$ cat src/rtl/sdu_pkg.sv
// Shared types and constants for the shadow-difference display updater.
// Depends on nothing; the top level and its submodules use it by scoped names.
`timescale 1ns / 1ps

package sdu_pkg;

   // Fixed field widths
   localparam int PIXEL_W  = 16;
   localparam int COLUMN_W = 10;
   localparam int LINE_W   = 9;
   localparam int BUS_W    = 16;
   // Width that holds any panel size or coordinate sum for compares
   localparam int LIMIT_W  = 11;

   // Reset value of the run length register
   localparam logic [COLUMN_W-1:0] RUN_LENGTH_RESET = 10'd40;

   // Panel command codes (low byte of the bus word)
   localparam logic [7:0] CMD_LINE_START = 8'h02;
   localparam logic [7:0] CMD_COL_START  = 8'h03;
   localparam logic [7:0] CMD_LINE_END   = 8'h06;
   localparam logic [7:0] CMD_COL_END    = 8'h07;
   localparam logic [7:0] CMD_MEM_WRITE  = 8'h0F;

   // Steps of the bus write sequence for one item
   localparam int STEP_W = 4;
   localparam logic [STEP_W-1:0] STEP_LINE_START_CMD = 4'd0;
   localparam logic [STEP_W-1:0] STEP_LINE_START_VAL = 4'd1;
   localparam logic [STEP_W-1:0] STEP_COL_START_CMD  = 4'd2;
   localparam logic [STEP_W-1:0] STEP_COL_START_VAL  = 4'd3;
   localparam logic [STEP_W-1:0] STEP_LINE_END_CMD   = 4'd4;
   localparam logic [STEP_W-1:0] STEP_LINE_END_VAL   = 4'd5;
   localparam logic [STEP_W-1:0] STEP_COL_END_CMD    = 4'd6;
   localparam logic [STEP_W-1:0] STEP_COL_END_VAL    = 4'd7;
   localparam logic [STEP_W-1:0] STEP_MEM_WRITE_CMD  = 4'd8;
   localparam logic [STEP_W-1:0] STEP_PIXEL          = 4'd9;

   // What the decision stage hands to the bus sequencer
   typedef struct packed {
      logic                full;      // window sequence before the pixel
      logic [LINE_W-1:0]   line;
      logic [COLUMN_W-1:0] column;
      logic [COLUMN_W-1:0] group_end;
      logic [PIXEL_W-1:0]  pixel;
   } burst_type;

endpackage

$ cat src/rtl/sdu_emitter.sv
// Bus write sequencer: turns one decided item into a window sequence and
// pixel write, or the pixel write alone. Uses sdu_pkg.
`timescale 1ns / 1ps

module sdu_emitter (
   input  logic                        clock,
   input  logic                        reset,
   input  logic                        load_en,
   input  sdu_pkg::burst_type          load,
   output logic                        free,
   output logic                        rsp_valid,
   input  logic                        rsp_stall,
   output logic                        rsp_is_command,
   output logic [sdu_pkg::BUS_W-1:0]   rsp_bus_value,
   output logic                        rsp_last
);

   logic                             valid_ff, valid_in;
   logic [sdu_pkg::STEP_W-1:0]       step_ff, step_in;
   sdu_pkg::burst_type               burst_ff;
   logic                             done;

   // Last step taken this cycle
   assign done = valid_ff && !rsp_stall && (step_ff == sdu_pkg::STEP_PIXEL);
   assign free = !valid_ff || done;

   // Advance through the steps, reload when the previous burst ends
   always_comb begin
      valid_in = valid_ff;
      step_in  = step_ff;
      if (load_en) begin
         valid_in = 1'b1;
         step_in  = load.full ? sdu_pkg::STEP_LINE_START_CMD : sdu_pkg::STEP_PIXEL;
      end else if (done) begin
         valid_in = 1'b0;
      end else if (valid_ff && !rsp_stall) begin
         step_in = step_ff + sdu_pkg::STEP_W'(1);
      end
   end

   always_ff @(posedge clock) begin
      if (reset) begin
         valid_ff <= 1'b0;
         step_ff  <= sdu_pkg::STEP_PIXEL;
      end else begin
         valid_ff <= valid_in;
         step_ff  <= step_in;
      end
   end

   always_ff @(posedge clock) begin
      if (load_en) begin
         burst_ff <= load;
      end
   end

   // Drive the bus word for the current step
   always_comb begin
      rsp_is_command = 1'b0;
      rsp_bus_value  = '0;
      rsp_last       = 1'b0;
      case (step_ff)
         sdu_pkg::STEP_LINE_START_CMD: begin
            rsp_is_command = 1'b1;
            rsp_bus_value  = {8'h00, sdu_pkg::CMD_LINE_START};
         end
         sdu_pkg::STEP_LINE_START_VAL: begin
            rsp_bus_value = sdu_pkg::BUS_W'(burst_ff.line);
         end
         sdu_pkg::STEP_COL_START_CMD: begin
            rsp_is_command = 1'b1;
            rsp_bus_value  = {8'h00, sdu_pkg::CMD_COL_START};
         end
         sdu_pkg::STEP_COL_START_VAL: begin
            rsp_bus_value = sdu_pkg::BUS_W'(burst_ff.column);
         end
         sdu_pkg::STEP_LINE_END_CMD: begin
            rsp_is_command = 1'b1;
            rsp_bus_value  = {8'h00, sdu_pkg::CMD_LINE_END};
         end
         sdu_pkg::STEP_LINE_END_VAL: begin
            rsp_bus_value = sdu_pkg::BUS_W'(burst_ff.line);
         end
         sdu_pkg::STEP_COL_END_CMD: begin
            rsp_is_command = 1'b1;
            rsp_bus_value  = {8'h00, sdu_pkg::CMD_COL_END};
         end
         sdu_pkg::STEP_COL_END_VAL: begin
            rsp_bus_value = sdu_pkg::BUS_W'(burst_ff.group_end);
         end
         sdu_pkg::STEP_MEM_WRITE_CMD: begin
            rsp_is_command = 1'b1;
            rsp_bus_value  = {8'h00, sdu_pkg::CMD_MEM_WRITE};
         end
         sdu_pkg::STEP_PIXEL: begin
            rsp_bus_value = burst_ff.pixel;
            rsp_last      = 1'b1;
         end
         default: begin
            rsp_bus_value = '0;
         end
      endcase
   end

   assign rsp_valid = valid_ff;

endmodule

$ cat config.mk
export PLATFORM = sky130hd
export DESIGN_NAME = sdu_emitter
export DESIGN_NICKNAME = d
export VERILOG_FILES = /design/src/rtl/sdu_pkg.sv /design/src/rtl/sdu_emitter.sv
export SDC_FILE = /design/constraint.sdc
export NUM_CORES = 1
export LEC_CHECK = 0
export BUFFER_PORTS_ARGS = -buffer_cell sky130_fd_sc_hd__buf_2
export CORE_ASPECT_RATIO = 0.9
export CORE_MARGIN = 4
export CORE_UTILIZATION = 49
export DETAILED_ROUTE_END_ITERATION = 6
export PLACE_DENSITY = 0.75
export SYNTH_ARGS = -nofsm -noshare
export SYNTH_HDL_FRONTEND = slang
export SYNTH_SLANG_ARGS = --single-unit
$ cat constraint.sdc
create_clock -name clock -period 2.2 [get_ports clock]
set_input_delay 0.33 -clock clock [delete_from_list [all_inputs] [get_ports clock]]
set_output_delay 0.33 -clock clock [all_outputs]
set_load 0.01 [all_outputs]
== Word level (Yosys, flattened, before mapping) ==
Index checks and enable logic that the tools add are counted.

* Flip-flop bits (word level): 50
* Bits of input ports: 50
* Output and inout port bits: 20
* Logic and storage cells: 37

* Add/subtract/negate cells: 1
* Equality and inequality tests: 10
* Muxes and demuxes: 9
* Reduce and logical (&&, ||, !) cells: 11

{| class="wikitable"
|+ Operator list
! cell !! number
|-
| 16-bit one-hot mux with 9 select lines || 1
|-
| 4-bit by 3-bit equality test with 1-bit output (second input constant) || 4
|-
| 4-bit two-way mux || 4
|-
| 4-bit by 2-bit equality test with 1-bit output (second input constant) || 2
|-
| 4-bit equality test (second input constant) || 2
|-
| 5-bit OR reduction || 1
|-
| 4-bit by 1-bit adder with 4-bit output (second input constant) || 1
|-
| 4-bit by 1-bit equality test with 1-bit output (second input constant) || 1
|-
| 4-bit logical NOT || 1
|-
| 1-bit two-way mux || 4
|-
| 2-bit nonzero test || 2
|-
| 1-bit logical AND || 2
|-
| 1-bit logical NOT || 2
|-
| 2-bit inequality test (second input constant) || 1
|-
| 2-bit AND reduction || 1
|-
| 2-bit OR reduction || 1
|-
| 1-bit logical OR || 1
|}

== Longest topological paths before layout ==
* Depth after elaboration: 5
* Mapped depth: 7

== Worst setup path before layout ==
No wires, ideal clock.

* Kind: reg2out
* Start point: register step_ff[0] in the netlist's numbering
* End point: output rsp_bus_value[2] in the netlist's numbering
* Data arrival time: 1.395 ns
* Path slack: 0.475 ns
* Stages on the path, launching flop included: 7
* Buffers on the path: 1
* Cells stage by stage: dfxtp_1 > inv_1 > ha_1 > clkbuf_1 > a211o_1 > a222oi_1 > o22ai_1

* Longest elaborated chain between the ends: 3
* Elaborated cells on any way between the ends: 12
* Classes of those cells: 9 x eq/ne; 1 x mux; 2 x reduce/logical

{| class="wikitable"
|+ RTL lines
! item !! line !! text
|-
| from (decl) || sdu_emitter.sv:19 || <nowiki>logic [sdu_pkg::STEP_W-1:0] step_ff, step_in;</nowiki>
|-
| from (signal assigned) || sdu_emitter.sv:44 || <nowiki>step_ff <= sdu_pkg::STEP_PIXEL;</nowiki>
|-
| from (signal assigned) || sdu_emitter.sv:47 || <nowiki>step_ff <= step_in;</nowiki>
|-
| 4-bit by 3-bit equality test with 1-bit output or 4-bit by 1-bit equality test with 1-bit output (tied branches) || sdu_emitter.sv:62 || <nowiki>case (step_ff)</nowiki>
|-
| 2-bit OR reduction (no source line) || - ||
|-
| 16-bit one-hot mux with 9 select lines * || sdu_emitter.sv:62 ||
|-
| to (decl) || sdu_emitter.sv:14 || <nowiki>output logic [sdu_pkg::BUS_W-1:0] rsp_bus_value,</nowiki>
|}

Mark *: on every way between the ends. The rest lies on a longest branch, timed or not.

== Worst setup path after layout ==
Same ends and word-level chain as after synthesis.

==> flow_summary.toml <==
[yosys]
synth-edff-count = 45
netlist_area_sq_um = 2090
yosysWarnings = 0
ys_ff_latch = 50
synthCells = 144
synth_cell_types = 34
synth_top_cell_area_share_pct = 64.7
async_flop_share_pct = 0
syn-num-nets = 198
synthTopCellsByArea = "edfxtp_1, dfxtp_1, ha_1, mux2i_1, o22ai_1"
post-synth-top-area-cell = "edfxtp_1"
syn_area_per_cell_sq_um = 14.5
synth_ff_type = "edfxtp_1"
yosysSeqAreaShare_pct = 69.5

[setup_path]
cp.depth = 6
r2r_end = "step_ff[0]"
critical_path.max_fanout = 5
arrival_ns = 1.77
reg2reg_from = "step_ff[1]"
end_kind = "primary output"
cp_slowest_cell = "dfxtp_4"
path_cells = "inv_1, ha_1, a211o_1, a222oi_1, o22ai_1, buf_2"
required_ns = 1.87
reg2reg_slack_ns = 0.79
reg2reg_depth = 5
path_buf_inv = 2
cp-start-kind = "flip-flop"
critical_path_class = "reg -> out"
cp_slowest_stage_delay_ns = 0.38
critPathTopFamily = "compound AO/OA/AOI/OAI gates"

[layout]
area_delta_synth_final_pct = 24.4
layout_commonest_cell = "buf_2"
num_antenna_cells = 0
drive_above_1_share_pct = 42.7
final_cell_mix = "buf_2, edfxtp_1, a21oi_1, o22ai_1"
nets = 271
fillers = 316

[clock_network]
cts_tree = "yes"
postCtsSetupRepairBufs = 0
clk-insertion-delay-late_ns = 0.30
cts_sinks = 50
cts.hold.buffers_added = 0
clock_path_buffers = 2
post_cts_resized = 1
cts_made_buffers = 5
clk_pin_slew_worst_paths_ns = 0.09
htree_levels = 2
cts-root-buf = "clkbuf_8"

[timing]
setup_viol = 0
grt_setup_unrepaired = "false"
worst_pin_slew_ns = 0.693
fin_crit_sh_pct = 95.3
setup_tns_ns = 0
slew_headroom_pct = 53.8
period_needed_ns = 2.10
drv_slew = 0
hold_viol_final = 0
clock_skew_ns = 0.000859
fmax_ghz = 0.477

[die]
floorplan.rows = 22
fp.dieArea_sq_um = 5370
coreArea_sq_um = 4100
io-pin-count = 70
dieWidth_microns = 76.8
die_y_microns = 69.9
start_util_pct = 50.9

[grt]
grt_max_degree = 35
grtUsageTotal_pct = 15.4
grt_pass1_vias = 1392
grt.overflow.total = 0
antenna_found_initial = 0
grt_first_pass_wirelength_microns = 6400

[worst_hold_path]
holdPathEnd = "burst_ff[10]"
min-delay-start = "load[10]"
hold_depth = 1
hold_path.class = "in -> reg"

[detailed_routing]
post_drt_wl_per_cell_microns = 14.9
initialDrtViolationCount = 90
routed-via-count = 1409
drt_first_pass_iters = 7
drt_wl_total_microns = 3950
ant_nets = 0
via_per_inst = 5.30
drc_errors = 0

[placement]
place_hpwl_microns = 2850
portBuffers = 69
gp_congestion = 0.780

[pwr]
peakVddDrop_v = 0.000566
finalPower_w = 0.00190
p_per_area_nw_per_um2 = 732
p_leak_nw = 1.06

[status]
status = "complete, no violations"

[run]
cap_viol_max_count = 0
[final cells by class]
type	instances	area (sq um)	area share (%)
repair buffers	73	388	14.9
inverters	6	26.3	1.01
flip-flops and latches	50	1460	56.0
clock inverters	3	21.3	0.818
clock buffers	5	68.8	2.65
well taps	48	60.1	2.31
multi-input cells	81	578	22.2
[report_power, final]
part           switching (W)  internal [W]  total (W)  leakage (nW)
logic               0.000127      0.000119   0.000246         0.537
clock network       0.000297      0.000223   0.000520        0.0441
registers          0.0000242       0.00111    0.00114         0.482
[worst register-to-register path: cells and delay by family, from the launching register on]
kind                       cells  cell delay [ns]
adders and majority gates      1             0.28
DFF                            1             0.35
AOI/OAI and AO/OA              2             0.41
and+or+nand+nor                1             0.15
buffers and inverters          1             0.10
[cells by family after synthesis]
logic type / Yosys count / synth area share, %
flops: 50 / 69.5
compound gates: 34 / 10.8
simple gates: 35 / 9.83
buf+inv: 13 / 3.41
mux: 8 / 4.01
fa+ha+maj: 4 / 2.40
[stage by stage]
stage / util, % / setup WS [ns] / hold WS [ns] / std cells / area (sq um)
6_report: 63.4 / 0.103 / 0.197 / 266 / 2600
5_1_grt: 63.4 / 0.00258 / 0.173 / 266 / 2600
4_1_cts: 62.9 / 0.00196 / 0.187 / 266 / 2580
3_5_place_dp: 60.6 / 0.326 / 0.508 / 258 / 2490
3_3_place_gp: 60.6 / 0.355 / 0.507 / 258 / 2490
2_1_floorplan: - / 0.475 / 0.399 / 144 / 2090
[synthesized netlist by cell type (2+ instances only)]
master and count:
edfxtp_1 45, a21oi_1 8, o22ai_1 8, and2_1 6, inv_1 6, nor2b_1 6
dfxtp_1 5, mux2i_1 5, nand2_1 5, ha_1 4, nand2b_1 4, o21ai_0 4
a22oi_1 3, buf_2 3, mux2_2 3, nand3_1 3, nor2_1 3, nor3_1 3
a211o_1 2, a211oi_1 2, and3_1 2, buf_6 2
[flip-flops by register name, indices dropped and copies added, names as in the netlist]
register	flops
burst_ff	45
step_ff	4
rsp_valid	1
[routing by layer]
metal	part of all wire (%)	routed length [microns]	GRT usage [%]	vias up
met5	0	0	0	-
met4	0.63	25	5.63	0
met3	6.6	262	6.06	4
met2	50	1970	23.5	48
met1	43	1700	19.9	665
li1	-	-	-	692
[worst max path at each step]
stage	endpoint	startpoint
floorplan	rsp_bus_value[2]	step_ff[0]
global placement	rsp_bus_value[4]	step_ff[0]
detailed placement	rsp_bus_value[0]	step_ff[1]
CTS	rsp_bus_value[2]	step_ff[0]
global route	rsp_bus_value[2]	step_ff[0]
finish	rsp_bus_value[2]	step_ff[0]
Power figures use the tool's default switching activity.
